==> config.mk <==
export PLATFORM = sky130hd
export DESIGN_NAME = lru_object_cache_unit
export DESIGN_NICKNAME = d
export VERILOG_FILES = /design/src/rtl/lruoc_pkg.sv /design/src/rtl/lruoc_ctrl.sv /design/src/rtl/lruoc_datapath.sv /design/src/rtl/lru_object_cache_unit.sv
export SDC_FILE = /design/constraint.sdc
export NUM_CORES = 1
export LEC_CHECK = 0
export BUFFER_PORTS_ARGS = -buffer_cell sky130_fd_sc_hd__buf_2
export CORE_MARGIN = 8
export CORE_UTILIZATION = 30
export CTS_BUF_LIST = sky130_fd_sc_hd__clkbuf_2
export DETAILED_ROUTE_END_ITERATION = 7
export GPL_ROUTABILITY_DRIVEN = 0
export PLACE_DENSITY = 0.45
export REMOVE_ABC_BUFFERS = 1
export SKIP_CTS_REPAIR_TIMING = 1
export SKIP_LAST_GASP = 1
export SYNTH_ARGS = -nofsm -noshare
export SYNTH_HDL_FRONTEND = slang
export SYNTH_SLANG_ARGS = --single-unit
==> constraint.sdc <==
create_clock -name clk -period 14.6 [get_ports clk]
set_input_delay 0 -clock clk [delete_from_list [all_inputs] [get_ports clk]]
set_output_delay 0 -clock clk [all_outputs]
set_load 0.05 [all_outputs]
==> src/rtl/lruoc_pkg.sv <==
package lruoc_pkg;

    // Field widths fixed by the block's interface.
    localparam int ID_W      = 64;
    localparam int SLOT_W    = 4;
    localparam int CAP_W     = 5;
    localparam int CAP_RESET = 16;

    // Commands from the controller to the datapath.
    typedef struct packed {
        logic load;    // latch the identifier and clear the scan trackers
        logic scan;    // read one tag entry and advance the scan index
        logic commit;  // apply the update and present the result
    } ctrl_cmd_t;

    // Status from the datapath to the controller.
    typedef struct packed {
        logic scan_last;  // the scan index points at the last entry
    } ctrl_status_t;

endpackage

==> src/rtl/lruoc_ctrl.sv <==
module lruoc_ctrl
    import lruoc_pkg::*;
(
    input  logic         clk,
    input  logic         rst_n,
    input  logic         start,
    input  ctrl_status_t status,
    output ctrl_cmd_t    cmd,
    output logic         busy
);

    typedef enum logic [1:0] {
        ST_IDLE,
        ST_SCAN,
        ST_DRAIN,
        ST_COMMIT
    } state_t;

    state_t state_reg;
    state_t state_next;
    logic   busy_reg;
    logic   busy_next;

    // Next state decode.
    always_comb
    begin
        state_next = state_reg;
        case (state_reg)
            ST_IDLE:
            begin
                if (start)
                begin
                    state_next = ST_SCAN;
                end
            end
            ST_SCAN:
            begin
                if (status.scan_last)
                begin
                    state_next = ST_DRAIN;
                end
            end
            ST_DRAIN:
            begin
                state_next = ST_COMMIT;
            end
            ST_COMMIT:
            begin
                state_next = ST_IDLE;
            end
            default:
            begin
                state_next = ST_IDLE;
            end
        endcase
        busy_next = (state_next != ST_IDLE);
    end

    // State and the registered busy flag.
    always_ff @(posedge clk or negedge rst_n)
    begin
        if (!rst_n)
        begin
            state_reg <= ST_IDLE;
            busy_reg  <= 1'b0;
        end
        else
        begin
            state_reg <= state_next;
            busy_reg  <= busy_next;
        end
    end

    // Commands follow directly from the state; load also needs start.
    always_comb
    begin
        cmd.load   = (state_reg == ST_IDLE) && start;
        cmd.scan   = (state_reg == ST_SCAN);
        cmd.commit = (state_reg == ST_COMMIT);
    end

    assign busy = busy_reg;

endmodule

==> src/rtl/lruoc_datapath.sv <==
module lruoc_datapath
    import lruoc_pkg::*;
#(
    parameter int ENTRIES = 16
)
(
    input  logic              clk,
    input  logic              rst_n,
    input  logic              cfg_wr_en,
    input  logic [CAP_W-1:0]  cfg_wr_data,
    input  logic [ID_W-1:0]   file_id,
    input  ctrl_cmd_t         cmd,
    output ctrl_status_t      status,
    output logic              done,
    output logic              hit,
    output logic [SLOT_W-1:0] slot,
    output logic              evicted,
    output logic [ID_W-1:0]   evicted_id
);

    localparam int IW = $clog2(ENTRIES);
    localparam int RW = IW;
    localparam int CW = $clog2(ENTRIES + 1);
    localparam int MW = (CW > CAP_W) ? CW : CAP_W;

    // Tag memory, read one entry per cycle during the scan.
    logic [ID_W-1:0] tag_mem [ENTRIES];
    logic [ID_W-1:0] rd_data_reg;

    // Per-entry state.
    logic [ENTRIES-1:0] valid_reg;
    logic [ENTRIES-1:0] valid_next;
    logic [RW-1:0]      rank_reg  [ENTRIES];
    logic [RW-1:0]      rank_next [ENTRIES];
    logic [CW-1:0]      count_reg;
    logic [CW-1:0]      count_next;
    logic [CAP_W-1:0]   cap_reg;

    // Scan control.
    logic [IW-1:0] scan_idx_reg;
    logic [IW-1:0] rd_idx_reg;
    logic          rd_valid_reg;
    logic [ID_W-1:0] id_reg;

    // Scan trackers.
    logic            found_reg;
    logic [IW-1:0]   match_idx_reg;
    logic [RW-1:0]   match_rank_reg;
    logic            free_found_reg;
    logic [IW-1:0]   free_idx_reg;
    logic            any_reg;
    logic [RW-1:0]   best_reg;
    logic [IW-1:0]   victim_idx_reg;
    logic [ID_W-1:0] victim_tag_reg;

    // Result registers.
    logic              done_reg;
    logic              hit_reg;
    logic [SLOT_W-1:0] slot_reg;
    logic              evicted_reg;
    logic [ID_W-1:0]   evicted_id_reg;

    // Entry under evaluation.
    logic          cur_valid;
    logic [RW-1:0] cur_rank;
    logic          cur_match;

    // Commit decision.
    logic [MW-1:0] cap_ext;
    logic [MW-1:0] cap_eff;
    logic          have_free;
    logic          do_evict;
    logic [IW-1:0] new_slot;
    logic [ENTRIES-1:0] valid_kept;

    assign status.scan_last = (scan_idx_reg == IW'(ENTRIES - 1));

    assign cur_valid = valid_reg[rd_idx_reg];
    assign cur_rank  = rank_reg[rd_idx_reg];
    assign cur_match = cur_valid && (rd_data_reg == id_reg);

    // Capacity is clamped to the range one through ENTRIES.
    always_comb
    begin
        cap_ext = MW'(cap_reg);
        if (cap_ext == '0)
        begin
            cap_eff = MW'(1);
        end
        else if (cap_ext > MW'(ENTRIES))
        begin
            cap_eff = MW'(ENTRIES);
        end
        else
        begin
            cap_eff = cap_ext;
        end
    end

    // Pick the slot for the identifier and decide on eviction.
    always_comb
    begin
        have_free = free_found_reg && (MW'(count_reg) < cap_eff);
        do_evict  = !found_reg && !have_free && any_reg;
        if (found_reg)
        begin
            new_slot = match_idx_reg;
        end
        else if (have_free)
        begin
            new_slot = free_idx_reg;
        end
        else if (any_reg)
        begin
            new_slot = victim_idx_reg;
        end
        else
        begin
            new_slot = '0;
        end
    end

    // Next valid bits, ranks and resident count for the commit.
    always_comb
    begin
        valid_kept = valid_reg;
        if (do_evict)
        begin
            valid_kept[victim_idx_reg] = 1'b0;
        end
        valid_next = valid_reg;
        count_next = count_reg;
        for (int i = 0; i < ENTRIES; i++)
        begin
            rank_next[i] = rank_reg[i];
            if (found_reg)
            begin
                if (IW'(i) == new_slot)
                begin
                    rank_next[i] = '0;
                end
                else if (valid_reg[i] && (rank_reg[i] < match_rank_reg))
                begin
                    rank_next[i] = rank_reg[i] + RW'(1);
                end
            end
            else
            begin
                if (IW'(i) == new_slot)
                begin
                    rank_next[i] = '0;
                end
                else if (valid_kept[i])
                begin
                    rank_next[i] = rank_reg[i] + RW'(1);
                end
            end
        end
        if (!found_reg)
        begin
            valid_next = valid_kept;
            valid_next[new_slot] = 1'b1;
            if (!do_evict)
            begin
                count_next = count_reg + CW'(1);
            end
        end
    end

    // Tag memory write on install and registered scan read.
    always_ff @(posedge clk)
    begin
        if (cmd.commit && !found_reg)
        begin
            tag_mem[new_slot] <= id_reg;
        end
        if (cmd.scan)
        begin
            rd_data_reg <= tag_mem[scan_idx_reg];
        end
    end

    // Payload registers: identifier, tracker payloads and result fields.
    always_ff @(posedge clk)
    begin
        if (cmd.load)
        begin
            id_reg <= file_id;
        end
        if (rd_valid_reg)
        begin
            if (cur_match && !found_reg)
            begin
                match_idx_reg  <= rd_idx_reg;
                match_rank_reg <= cur_rank;
            end
            if (!cur_valid && !free_found_reg)
            begin
                free_idx_reg <= rd_idx_reg;
            end
            if (cur_valid && (!any_reg || (cur_rank > best_reg)))
            begin
                best_reg       <= cur_rank;
                victim_idx_reg <= rd_idx_reg;
                victim_tag_reg <= rd_data_reg;
            end
        end
        if (cmd.commit)
        begin
            hit_reg        <= found_reg;
            slot_reg       <= SLOT_W'(new_slot);
            evicted_reg    <= do_evict;
            evicted_id_reg <= do_evict ? victim_tag_reg : '0;
        end
    end

    // Control state, per-entry state and configuration.
    always_ff @(posedge clk or negedge rst_n)
    begin
        if (!rst_n)
        begin
            cap_reg        <= CAP_W'(CAP_RESET);
            valid_reg      <= '0;
            count_reg      <= '0;
            scan_idx_reg   <= '0;
            rd_idx_reg     <= '0;
            rd_valid_reg   <= 1'b0;
            found_reg      <= 1'b0;
            free_found_reg <= 1'b0;
            any_reg        <= 1'b0;
            done_reg       <= 1'b0;
            for (int i = 0; i < ENTRIES; i++)
            begin
                rank_reg[i] <= '0;
            end
        end
        else
        begin
            if (cfg_wr_en)
            begin
                cap_reg <= cfg_wr_data;
            end
            rd_valid_reg <= cmd.scan;
            rd_idx_reg   <= scan_idx_reg;
            done_reg     <= cmd.commit;
            if (cmd.load)
            begin
                scan_idx_reg <= '0;
            end
            else if (cmd.scan)
            begin
                scan_idx_reg <= scan_idx_reg + IW'(1);
            end
            if (cmd.load)
            begin
                found_reg      <= 1'b0;
                free_found_reg <= 1'b0;
                any_reg        <= 1'b0;
            end
            else if (rd_valid_reg)
            begin
                if (cur_match)
                begin
                    found_reg <= 1'b1;
                end
                if (!cur_valid)
                begin
                    free_found_reg <= 1'b1;
                end
                if (cur_valid)
                begin
                    any_reg <= 1'b1;
                end
            end
            if (cmd.commit)
            begin
                valid_reg <= valid_next;
                count_reg <= count_next;
                for (int i = 0; i < ENTRIES; i++)
                begin
                    rank_reg[i] <= rank_next[i];
                end
            end
        end
    end

    assign done       = done_reg;
    assign hit        = hit_reg;
    assign slot       = slot_reg;
    assign evicted    = evicted_reg;
    assign evicted_id = evicted_id_reg;

endmodule

==> src/rtl/lru_object_cache_unit.sv <==
// Fully associative LRU cache of 64-bit identifiers. A request is taken when start is high
// and busy is low. Busy then stays high over scan, drain and commit; in that time one
// comparator walks the tag memory one entry per cycle, then the update is applied.
// The result is registered from the commit state. A new request can be taken in the
// cycle the result appears; the block takes no new request while one is in flight.
// The result is on hit, slot, evicted and evicted_id, which hold until the next commit,
// marked by done for exactly one cycle; the receiver cannot stall it, so it must capture
// the result in that cycle. Capacity is written through cfg_wr_en and cfg_wr_data; the user
// must write it only while the block is idle, not enforced by the block. It takes effect
// on the next request. Valid bits are cleared at reset, so no clearing pass is needed.
module lru_object_cache_unit
    import lruoc_pkg::*;
#(
    parameter int ENTRIES = 16
)
(
    input  logic              clk,
    input  logic              rst_n,
    input  logic              cfg_wr_en,
    input  logic [CAP_W-1:0]  cfg_wr_data,
    input  logic              start,
    output logic              busy,
    input  logic [ID_W-1:0]   file_id,
    output logic              done,
    output logic              hit,
    output logic [SLOT_W-1:0] slot,
    output logic              evicted,
    output logic [ID_W-1:0]   evicted_id
);

    ctrl_cmd_t    cmd;
    ctrl_status_t status;

    // Sequencer for the scan and commit.
    lruoc_ctrl u_ctrl (
        .clk    (clk),
        .rst_n  (rst_n),
        .start  (start),
        .status (status),
        .cmd    (cmd),
        .busy   (busy)
    );

    // Tag memory, recency ranks and result registers.
    lruoc_datapath #(
        .ENTRIES (ENTRIES)
    ) u_datapath (
        .clk         (clk),
        .rst_n       (rst_n),
        .cfg_wr_en   (cfg_wr_en),
        .cfg_wr_data (cfg_wr_data),
        .file_id     (file_id),
        .cmd         (cmd),
        .status      (status),
        .done        (done),
        .hit         (hit),
        .slot        (slot),
        .evicted     (evicted),
        .evicted_id  (evicted_id)
    );

    // A result appears only as a request finishes.
    assert property (@(posedge clk) disable iff (!rst_n) done |-> (!busy && $past(busy)))
        else $error("result strobe without a finishing request");

    // An accepted request holds the block busy in the next cycle.
    assert property (@(posedge clk) disable iff (!rst_n) (start && !busy) |=> busy)
        else $error("accepted request did not raise busy");

    // A hit never evicts.
    assert property (@(posedge clk) disable iff (!rst_n) (done && hit) |-> !evicted)
        else $error("eviction reported on a hit");

    // The evicted identifier is zero when nothing was evicted.
    assert property (@(posedge clk) disable iff (!rst_n)
        (done && !evicted) |-> (evicted_id == '0))
        else $error("evicted identifier set without an eviction");

    // Commit is issued only once the scan has ended.
    assert property (@(posedge clk) disable iff (!rst_n) cmd.commit |-> !cmd.scan && !cmd.load)
        else $error("commit overlaps scan or load");

endmodule

Yosys cells after proc, flatten, opt, wreduce, memory -nomap -nowiden
Memory sizes are Yosys's and may differ from the RTL's. A register that Yosys moved wholly into a read port is not among the register bits.
Index checks and enable logic that the tools add are counted.
Widths: inputs -> output; s select.
Cells by class
  reduce and logical (&&, ||, !) cells: 81
  order comparisons: 25
  bitwise gates (word level): 6
  add/sub/neg operators: 18
  muxes and demuxes: 111
  equal/unequal tests: 37
Operators by type and width (count)
  $mux 4: 87
  $add 4x1->4 const B: 17
  $eq 64x64->1: 1
  $lt 4x4->1: 16
  $reduce_and 3->1: 17
  $ne 3x3->1 const B: 16
  $reduce_bool 3->1: 16
  $eq 4x4->1 const A: 8
  $logic_and 1x1->1: 27
  $and 16x16->16: 1
  $bmux 4 s4: 1
  $eq 3x4->1 const A: 4
  $mux 16: 1
  $not 16->16: 1
  $or 16x16->16: 1
  $lt 4x5->1 const B: 3
  $mux 1: 14
  $reduce_and 2->1: 7
  $mux 5: 2
  $reduce_bool 2->1: 5
  $demux 1 s4: 2
  $eq 2x4->1 const A: 2
  $ge 4x1->1 const B: 2
  $pmux 2 s4: 1
  19 further kinds: 26
Storage, ports and cells
  memories: 1
  bits in registers: 324
  bits in writable memories: 1024
  input port bits: 73
  output and inout bits: 72
Memories
  u_datapath.tag_mem: depth 16, bits a word 64, read ports 1, clocked after Yosys merged registers in 1, wr ports 1, RTL line lruoc_datapath.sv:27  | logic [ID_W-1:0] tag_mem [ENTRIES];

Depth between registers and ports, before layout
Gate-level depths: netlist (run 1).
  word-level depth: 12
  mapped depth: 12
  depth with buffers taken out: 11

Hierarchy
From an unflattened synthesis (run 1), not the netlist that was laid out.
Unflattened totals
  cells, all modules: 2585
  area, all modules: 55175.4 sq um
Modules (own cells, without submodules)
  lruoc_datapath: times used 1, cells an instance 2573, area each 55039.0 sq um
  lruoc_ctrl: times used 1, cells an instance 12, area each 136.4 sq um

Worst setup path after synthesis (run 1)
No wires, ideal clock.
  path kind: register -> register
  from: reg u_datapath.rd_idx_reg[0]
  to: reg u_datapath.best_reg[0] (enable)
  cell stages (with the launch flop): 12
  data arrival time: 6.843 ns
  path buffers: 2
  setup slack: 7.231 ns
  cells stage by stage: dfrtp_1 > buf_1 > clkbuf_1 > mux4_2 > mux4_2 > ha_1 > nor2b_1 > o21ai_0 > nand2b_1 > a21oi_1 > a41o_1 > a21oi_1
Between the ends
  word-level cells in the longest chain between the ends: 8
  elaborated cells between the ends (all ways): 10
Ends and longest elaborated chain
  start: declaration: RTL line lruoc_datapath.sv:41  | logic [IW-1:0] rd_idx_reg;
  start signal: assignment: RTL line lruoc_datapath.sv:244  | rd_idx_reg <= scan_idx_reg;
  $not 4->5 (implied by the code): RTL line lruoc_datapath.sv:79  | assign cur_rank = rank_reg[rd_idx_reg];
  $bmux 4 s4: RTL line lruoc_datapath.sv:79
  $mux 4 (implied by the code) (2 in a row): RTL line lruoc_datapath.sv:79
  named net u_datapath.cur_rank[1]: RTL line lruoc_datapath.sv:65  | logic [RW-1:0] cur_rank;
  $gt 4x4->1: RTL line lruoc_datapath.sv:201  | if (cur_valid && (!any_reg || (cur_rank > best_reg)))
  $logic_or 1x1->1: RTL line lruoc_datapath.sv:201
  $logic_and 1x1->1: RTL line lruoc_datapath.sv:201
  $reduce_and 2->1 (no line)
  end signal: assignment: RTL line lruoc_datapath.sv:203  | best_reg <= cur_rank;
  end: declaration: RTL line lruoc_datapath.sv:52  | logic [RW-1:0] best_reg;
The timed path passes the listed nets, and every way through them passes these cells. The select of a mux whose other input is x is not followed.
A chain may end at the register's enable or synchronous reset.

Final worst setup path (run 1)
  from: reg u_datapath.cap_reg[4], in the netlist u_datapath.cap_ext[4]
  to: mem u_datapath.tag_mem[9][48] (enable)
Between the ends
  word-level cells in the longest chain between the ends: 7
  elaborated cells between the ends (all ways): 8
Ends and longest elaborated chain
  start: declaration: RTL line lruoc_datapath.sv:37  | logic [CAP_W-1:0] cap_reg;
  start signal: assignment: RTL line lruoc_datapath.sv:222  | cap_reg <= CAP_W'(CAP_RESET);
  start signal: assignment: RTL line lruoc_datapath.sv:241  | cap_reg <= cfg_wr_data;
  $gt 5x5->1: RTL line lruoc_datapath.sv:90  | else if (cap_ext > MW'(ENTRIES))
  $mux 5: RTL line lruoc_datapath.sv:90
  $mux 5 (*): RTL line lruoc_datapath.sv:86  | if (cap_ext == '0)
  $lt 5x5->1 (*): RTL line lruoc_datapath.sv:103  | have_free = free_found_reg && (MW'(count_reg) < cap_eff);
  $logic_and 1x1->1 (*): RTL line lruoc_datapath.sv:103
  $mux 4 (*): RTL line lruoc_datapath.sv:109  | else if (have_free)
  $mux 4 (*): RTL line lruoc_datapath.sv:105  | if (found_reg)
  end: declaration: RTL line lruoc_datapath.sv:27
Mark *: on every way between the ends. The rest lies on a longest branch, timed or not.

==> summary.txt, run 1 <==
register bit count reported by yosys: 1412
largest fanout on the critical path: 67
worst-margin pin slew: 1.41 ns
synthesized area: 56300 sq um
worst path arrival time: 6.97 ns
largest family of logic cells by synthesized area: multiplexers
Yosys top cell area share: 69.6%
TritonCTS Sinks: 1412
nets: 4031
RSZ-0062 raised after global routing: false
port bufs: 144
Setup violations, final: 0
synth top area cells: edfxtp_1, mux4_2, dfrtp_1
Worst path slowest cell: a221oi_4
largest reg by FF count: u_datapath.tag_mem
max_cap viols: 0
DR DRC count: 0
Tightest Hold Check Type: in2reg
Req. time, crit path: 15.85 ns
GRT Total Usage: 15.2%
post-route setup slack: 8.88 ns
hold path depth: 4
IO Pins: 145
post-synthesis simple-gate area fraction: 4.22%
Worst Setup Start Kind: flop
setup_tns: 0 ns
hold slack: 0.169 ns
Bufs on Longest Clock Path: 4
Tcrit/Tclk final: 39.2%
Core Area: 187000 sq um
PwrDens: 169 nW/um^2
die area: 202000 sq um
post-synth top area cell: edfxtp_1
final hold vios: 0
WP depth: 11
router iterations before antenna repair: 6
Register-to-Register Path Depth: 11
number of flops mapped to enable cells by yosys: 1306
vias after detailed routing: 32200
antenna violations before repair: 11
Adder-Cell Fraction of Synth Area: 1.64%
hpwl dp: 92800 microns
pin count of the biggest net entering global routing: 101
Via density: 4.84
Fin Clk Skew: 0.144 ns
number of buffer and inverter stages on the critical path: 3
post-synthesis async set-or-reset flop share: 7.51%
Syn Area/Cell: 17.9 sq um
Synth Warn #: 0
status: finished, final reports clean
main flop type after synthesis: edfxtp_1
Seq/Total Area, Yosys: 74.3%
min cycle time layout: 5.72 ns
Clock Latency Late Sink: 1.76 ns
Post-Synth XOR/XNOR Area: 1.06%
max_slew headroom: 5.45%
leakage: 23.6 nW
Yosys cell types: 73
Gate Count Post-Synth: 3149
FMAX: 175 MHz
post-synthesis mux area share: 11.3%
Root Buffer: clkbuf_2
Synth top cells by count: edfxtp_1, mux2i_1, o21ai_0
Rows: 159
CP Capture Type: flop
DIE HEIGHT: 449 microns
clock slew at the register clock pins of the worst setup and hold paths: 0.09 ns
slowest stage delay, CP: 0.93 ns
Initial Utilization: 30.1%
dpl ws: 8.89 ns
WL final: 161000 microns
critical path type: reg2reg
Compound-Gate Fraction of Synth Area: 6.17%
H-tree depth: 5
die width: 449 microns
Num CTS Buffers: 392
layout cells sized above 1: 26.4%
most frequent CP cell: buf_4
first-pass GRT wire length: 229000 microns
max-slew violation count: 0
delay-heaviest family, CP: compound AO/OA/AOI/OAI gates
area growth from synthesis to layout: 18.1%
max FFs per register: 1024
per-cell routed wire length: 24.3 microns
TritonCTS clock tree: yes
DRT iter0 DRCs: 2267
crit-path cells: inv_1 > nand2_1 > ha_1 > a21oi_1 > o211a_1 > a21oi_4 > buf_4 > a221oi_4 > nand3_1 > nor2_4 > buf_4
VDD IR max: 131 uV
vias in the first global route: 32700
GRT Residual Overflow: 0
Antenna Nets Post-Route: 0
count leader, synth: edfxtp_1
-- metal layers --
metal  routed length (microns)  share of wire [%]  track usage (%)
met5                         0                  0                0
met2                     79600                 49             25.5
met1                     70500                 44             19.8
met4                      4030                2.5             5.00
met3                      7390                4.6             3.19
-- through the flow --
| step | utilization (%) | cells | cell area [sq um] | total power, mW |
|---|---|---|---|---|
| after floorplan | - | 2997 | 55700 | 7.94 |
| after global placement | 32.2 | 5707 | 60400 | 8.57 |
| after detailed placement | 32.2 | 5707 | 60400 | 8.57 |
| after CTS | 34.0 | 6363 | 63700 | 11.4 |
| after global routing | 35.5 | 6646 | 66500 | 11.9 |
| final | 35.5 | 6652 | 66500 | 11.2 |
-- cell families (layout without fill, tap and decap cells) --
kind of cell | Yosys count | in the layout
compound gates | 528 | 528
xor+xnor | 68 | 68
fa+ha+maj | 74 | 74
buf+inv | 185 | 1182
flops | 1412 | 1412
mux | 435 | 435
other cells | 0 | 11
simple gates | 447 | 447
-- worst reg2reg max path: stages (launching register included) --
cell	delay (ns)
dfstp_2	0.55
inv_1	0.09
nand2_1	0.09
ha_1	0.24
a21oi_1	0.21
o211a_1	0.39
a21oi_4	0.08
buf_4	0.37
a221oi_4	0.94
nand3_1	0.56
nor2_4	0.86
buf_4	0.82
-- worst paths after layout --
path / endpoint / from / slack [ns]
hold / removal: u_datapath.id_reg[31]$_DFFE_PP_ / file_id[31] / 0.17
max in group asynchronous: u_datapath.scan_idx_reg[1]$_DFFE_PN0P_ / rst_n / 12.72
setup / recovery: u_datapath.tag_mem[9][48]$_DFFE_PP_ / u_datapath.cap_ext[4]$_DFFE_PN1P_ / 8.88
setup reg to reg: u_datapath.tag_mem[9][48]$_DFFE_PP_ / u_datapath.cap_ext[4]$_DFFE_PN1P_ / 8.88
min in group asynchronous: u_datapath.rank_reg[43]$_DFFE_PN0P_ / rst_n / 0.54
hold reg to reg: u_datapath.victim_tag_reg[39]$_DFFE_PP_ / u_datapath.rd_data_reg[39]$_DFFE_PP_ / 0.44
-- power by group --
group | switching (mW) | internal, mW
Combinational | 1.94 | 1.13
Sequential | 0.463 | 4.94
Clock | 1.64 | 1.13
-- cell type report --
type | instances | area [sq um]
antenna | 11 | 27.5
sequential | 1412 | 41900
fill | 17900 | 121000
multi-input combinational | 1552 | 13900
clock inverter | 91 | 520
timing repair buffer | 493 | 4090
clock buffer | 565 | 2830
inverter | 33 | 135
tap | 2495 | 3120
-- cells in the final DEF (no fill, tap or decap), types with 47 or more instances in the layout --
master	n
nand2_1	139
nand3_1	47
dlygate4sd3_1	277
xor2_1	65
a21oi_1	90
mux2_2	76
a22oi_1	67
mux2i_1	206
and3_1	76
o21ai_0	190
clkinv_1	69
buf_2	143
a221oi_1	64
buf_4	69
mux4_2	153
ha_1	74
edfxtp_1	1306
dfrtp_1	101
clkbuf_2	565
Power figures use the tool's default switching activity.
==> run 2: changes to the inputs <==
Clock period 14.6 ns to 5.9 ns, I/O delays scaled along.
==> summary.txt, run 2 (synthesis results as in run 1) <==
status: finished, final reports clean
Via density: 4.88
most common cell after layout, fill and taps aside: edfxtp_1
DR DRC count: 0
Antenna Nets Post-Route: 0
worst-margin pin slew: 1.14 ns
worst path arrival time: 6.12 ns
GRT Total Usage: 15.6%
fin cells: 6644
Clock power frac: 24.6%
Core Area: 187000 sq um
first-pass GRT wire length: 233000 microns
pin count of the biggest net entering global routing: 105
Int Pwr: 17.7 mW
H-tree depth: 5
FMAX: 202 MHz
post-route setup slack: 0.944 ns
sequential power share: 48.4%
antenna violations before repair: 9
WL final: 164000 microns
filler instances: 17900
final hold vios: 0
post-layout instance area: 66700 sq um
vias after detailed routing: 32400
Finished Core Util: 35.6%
CP Capture Type: flop
GRT Residual Overflow: 0
switching pwr: 9.81 mW
Num CTS Buffers: 389
combinational share of power: 27.0%
DRT iter0 DRCs: 2250
Req. time, crit path: 7.07 ns
IO Pins: 145
PwrDens: 413 nW/um^2
Tightest Hold Check Type: in2reg
TritonCTS Sinks: 1412
clock slew at the register clock pins of the worst setup and hold paths: 0.10 ns
Bufs on Longest Clock Path: 4
critical path type: reg2reg
leakage: 23.6 nW
RSZ-0062 raised after global routing: false
Tcrit/Tclk final: 84.0%
largest reg by FF count: u_datapath.tag_mem
Setup violations, final: 0
dpl ws: 1.20 ns
setup_tns: 0 ns
placed cell areas: 60800 sq um
die area: 202000 sq um
largest fanout on the critical path: 17
max_cap viols: 0
max FFs per register: 1024
Clock Latency Late Sink: 1.77 ns
Sw Ratio: 35.6%
port bufs: 144
max-slew violation count: 0
Rows: 159
Register-to-Register Setup Slack: 0.94 ns
per-cell routed wire length: 24.6 microns
die width: 449 microns
router iterations before antenna repair: 7
area growth from synthesis to layout: 18.4%
nets: 4018
Root Buffer: clkbuf_2
max_slew headroom: 23.6%
Worst Setup Start Kind: flop
min cycle time layout: 4.96 ns
VDD IR max: 306 uV
DIE HEIGHT: 449 microns
layout cells sized above 1: 26.4%
Fin Clk Skew: 0.270 ns
hpwl dp: 88400 microns
Initial Utilization: 30.1%
vias in the first global route: 32600
placed insts: 5715
most frequent cells in the layout: edfxtp_1, clkbuf_2, dlygate4sd3_1
TritonCTS clock tree: yes
run 2: metal layers:
layer	track usage (%)	part of all wire, %
met2	25.5	49
met4	5.03	2.4
met3	3.34	5.0
met5	0	0.025
met1	20.8	44
run 2: through the flow:
| step | hold slack [ns] | power (mW) |
|---|---|---|
| after CTS | -1.96 | 28.0 |
| after floorplan | -0.296 | 17.8 |
| final | 0.194 | 27.5 |
| after detailed placement | 0.101 | 21.0 |
| after global placement | 0.105 | 21.0 |
| after global routing | -0.0146 | 29.1 |
run 2: worst paths after layout:
path	from	endpoint	cells past startpoint
max reg2reg	u_datapath.id_reg[11]$_DFFE_PP_	u_datapath.match_idx_reg[3]$_DFFE_PP_	6
min in group asynchronous	rst_n	u_datapath.rank_reg[32]$_DFFE_PN0P_	6
min reg2reg	u_datapath.rd_data_reg[9]$_DFFE_PP_	u_datapath.victim_tag_reg[9]$_DFFE_PP_	0
min	file_id[63]	u_datapath.id_reg[63]$_DFFE_PP_	4
max	u_datapath.id_reg[11]$_DFFE_PP_	u_datapath.match_idx_reg[3]$_DFFE_PP_	6
max in group asynchronous	rst_n	u_datapath.scan_idx_reg[1]$_DFFE_PN0P_	7
run 2: critical path: stages, from the launching register on:
cell      delay [ns]
edfxtp_1        0.62
xor2_1          0.25
nor4_1          0.95
nand4_1         0.44
nor4_1          1.04
nand3_1         0.25
nor2_1          0.79
run 2: layout make-up:
| cell class | instances | area (sq um) | share of cell area [%] |
|---|---|---|---|
| Inverter | 33 | 135 | 0.203 |
| Clock inverter | 107 | 522 | 0.782 |
| Clock buffer | 555 | 2780 | 4.17 |
| Sequential cell | 1412 | 41900 | 62.8 |
| Antenna cell | 7 | 17.5 | 0.0263 |
| Multi-Input combinational cell | 1552 | 13900 | 20.8 |
| Tap cell | 2495 | 3120 | 4.68 |
| Timing Repair Buffer | 483 | 4320 | 6.48 |
run 2: power by group through the flow:
stage / Sequential [mW] / Combinational [mW] / Clock, mW
after CTS: 13.4 / 7.48 / 7.12
final: 13.3 / 7.45 / 6.77
after floorplan: 13.5 / 4.33 / 0
after global routing: 13.5 / 8.08 / 7.58
after global placement: 13.6 / 7.44 / 0
after detailed placement: 13.6 / 7.45 / 0
==> run 3: changes to the inputs <==
Settings changed: ABC_AREA from default to 1.
Clock period 5.9 ns to 4.8 ns, I/O delays scaled along.
==> summary.txt, run 3 <==
status: finished, final reports clean
Yosys cell types: 47
PwrDens: 527 nW/um^2
max FFs per register: 1024
Setup violations, final: 0
most frequent cells in the layout: edfxtp_1, nand2_1, clkbuf_2
VDD IR max: 617 uV
Fin Clk Skew: 0.118 ns
final hold vios: 0
synth top area cells: edfxtp_1, nand2_1, dfrtp_1
router iterations before antenna repair: 5
layout cells sized above 1: 18.9%
Tcrit/Tclk final: 76.2%
die area: 204000 sq um
leakage: 24.7 nW
Clock Latency Late Sink: 1.73 ns
register bit count reported by yosys: 1412
largest fanout on the critical path: 26
overall power: 35.4 mW
max_slew headroom: 22.1%
Num CTS Buffers: 389
vias in the first global route: 36900
Gate Count Post-Synth: 4327
GRT Total Usage: 16.3%
max_cap viols: 0
DR DRC count: 0
TritonCTS clock tree: yes
Bufs on Longest Clock Path: 4
port bufs: 144
Rows: 160
fin cells: 7768
critical path type: reg2reg
max-slew violation count: 0
IO Pins: 145
H-tree depth: 5
Finished Core Util: 35.5%
worst-margin pin slew: 1.17 ns
WL final: 173000 microns
post-synth top area cell: edfxtp_1
post-synthesis async set-or-reset flop share: 7.51%
nets: 5143
Root Buffer: clkbuf_2
worst path arrival time: 5.00 ns
area growth from synthesis to layout: 17.9%
Syn Area/Cell: 13.2 sq um
count leader, synth: edfxtp_1
Seq/Total Area, Yosys: 73.5%
Initial Utilization: 30.1%
vias after detailed routing: 37500
Synth Warn #: 0
min cycle time layout: 3.66 ns
Via density: 4.83
Yosys top cell area share: 68.8%
first-pass GRT wire length: 249000 microns
Worst Setup Start Kind: flop
main flop type after synthesis: edfxtp_1
number of flops mapped to enable cells by yosys: 1306
GRT Residual Overflow: 0
Tightest Hold Check Type: in2reg
synthesized area: 57000 sq um
Synth top cells by count: edfxtp_1, nand2_1, o21ai_0
TritonCTS Sinks: 1412
per-cell routed wire length: 22.2 microns
Antenna Nets Post-Route: 0
largest reg by FF count: u_datapath.tag_mem
most common cell after layout, fill and taps aside: edfxtp_1
die width: 452 microns
hpwl dp: 91200 microns
DRT iter0 DRCs: 2890
CP Capture Type: flop
pin count of the biggest net entering global routing: 156
Req. time, crit path: 6.14 ns
placed insts: 6843
FMAX: 273 MHz
RSZ-0062 raised after global routing: false
Core Area: 189000 sq um
setup_tns: 0 ns
DIE HEIGHT: 452 microns
antenna violations before repair: 5
clock slew at the register clock pins of the worst setup and hold paths: 0.10 ns
[run 3: cell count changes in the layout (fill, tap and decap cells not counted), sizes merged, moves of 131 or more]
cell   previous run  this run
mux2i           206        14
o21ai           197       459
inv              42       173
nand2           141       776
nor2             37       402
mux4            153         0
[run 3: power by group]
group          internal (mW)  total, mW  leakage (nW)  switching (mW)
registers               15.2       16.6          13.3            1.34
logic                   3.02       10.7          8.86            7.64
clock network           3.18       8.15          2.52            4.97
total                   21.4       35.4          24.7            13.9
[run 3: final timing paths]
path	start	endpoint	slack (ns)	cells past startpoint
max	u_datapath.cap_ext[4]$_DFFE_PN1P_	u_datapath.tag_mem[10][15]$_DFFE_PP_	1.14	15
min	file_id[31]	u_datapath.id_reg[31]$_DFFE_PP_	0.19	4
max reg2reg	u_datapath.cap_ext[4]$_DFFE_PN1P_	u_datapath.tag_mem[10][15]$_DFFE_PP_	1.14	15
min reg2reg	u_datapath.rd_data_reg[46]$_DFFE_PP_	u_datapath.victim_tag_reg[46]$_DFFE_PP_	0.43	0
max in group asynchronous	rst_n	u_datapath.cap_ext[4]$_DFFE_PN1P_	3.41	7
min in group asynchronous	rst_n	u_datapath.any_reg$_DFFE_PN0P_	0.59	6
[run 3: logic make-up after synthesis]
logic type      after synthesis  synth area share (%)
simple gates               1418                  10.9
flops                      1412                  73.5
compound gates              920                  9.56
buf+inv                     399                  2.76
xor+xnor                     86                  1.32
fa+ha+maj                    74                  1.63
mux                          18                 0.325
[run 3: through the flow]
| stage | instance area (sq um) | hold WS (ns) | worst slack [ns] |
|---|---|---|---|
| 5_1_grt | 67200 | -0.0472 | 0.932 |
| 3_3_place_gp | 61200 | 0.137 | 1.20 |
| 6_report | 67200 | 0.193 | 1.14 |
| 3_5_place_dp | 61200 | 0.139 | 1.19 |
| 4_1_cts | 64400 | -1.92 | 1.10 |
| 2_1_floorplan | 56100 | -0.296 | -14.34 |
[run 3: final cells by class]
type | instances | area [sq um]
Antenna cell | 10 | 25.0
Clock inverter | 85 | 402
Clock buffer | 557 | 2790
Sequential cell | 1412 | 41900
Fill cell | 18900 | 122000
Tap cell | 2511 | 3140
Inverter | 171 | 689
Timing Repair Buffer | 506 | 4590
Multi-Input combinational cell | 2516 | 13700
[run 3: routing by layer]
| layer | vias to the layer above | track usage (%) | part of all wire [%] |
|---|---|---|---|
| li1 | 17400 | - | - |
| met1 | 18800 | 21.6 | 44 |
| met2 | 1092 | 26.6 | 48 |
| met3 | 281 | 3.51 | 5.2 |
| met4 | 0 | 5.67 | 2.6 |
| met5 | - | 0 | 0 |
[run 3: worst max-delay path, cell delays in order, from the launching register on]
cell and delay [ns]:
dfstp_2 0.54, inv_1 0.08, nand2_1 0.07, ha_1 0.23, a21oi_1 0.18, nor2_1 0.09
nor2_4 0.17, nand2_4 0.10, nand2_2 0.07, nand3_2 0.11, nand2_8 0.18, inv_8 0.06
nor2_8 0.17, nand2_4 0.11, nor3_2 0.79, buf_12 0.33
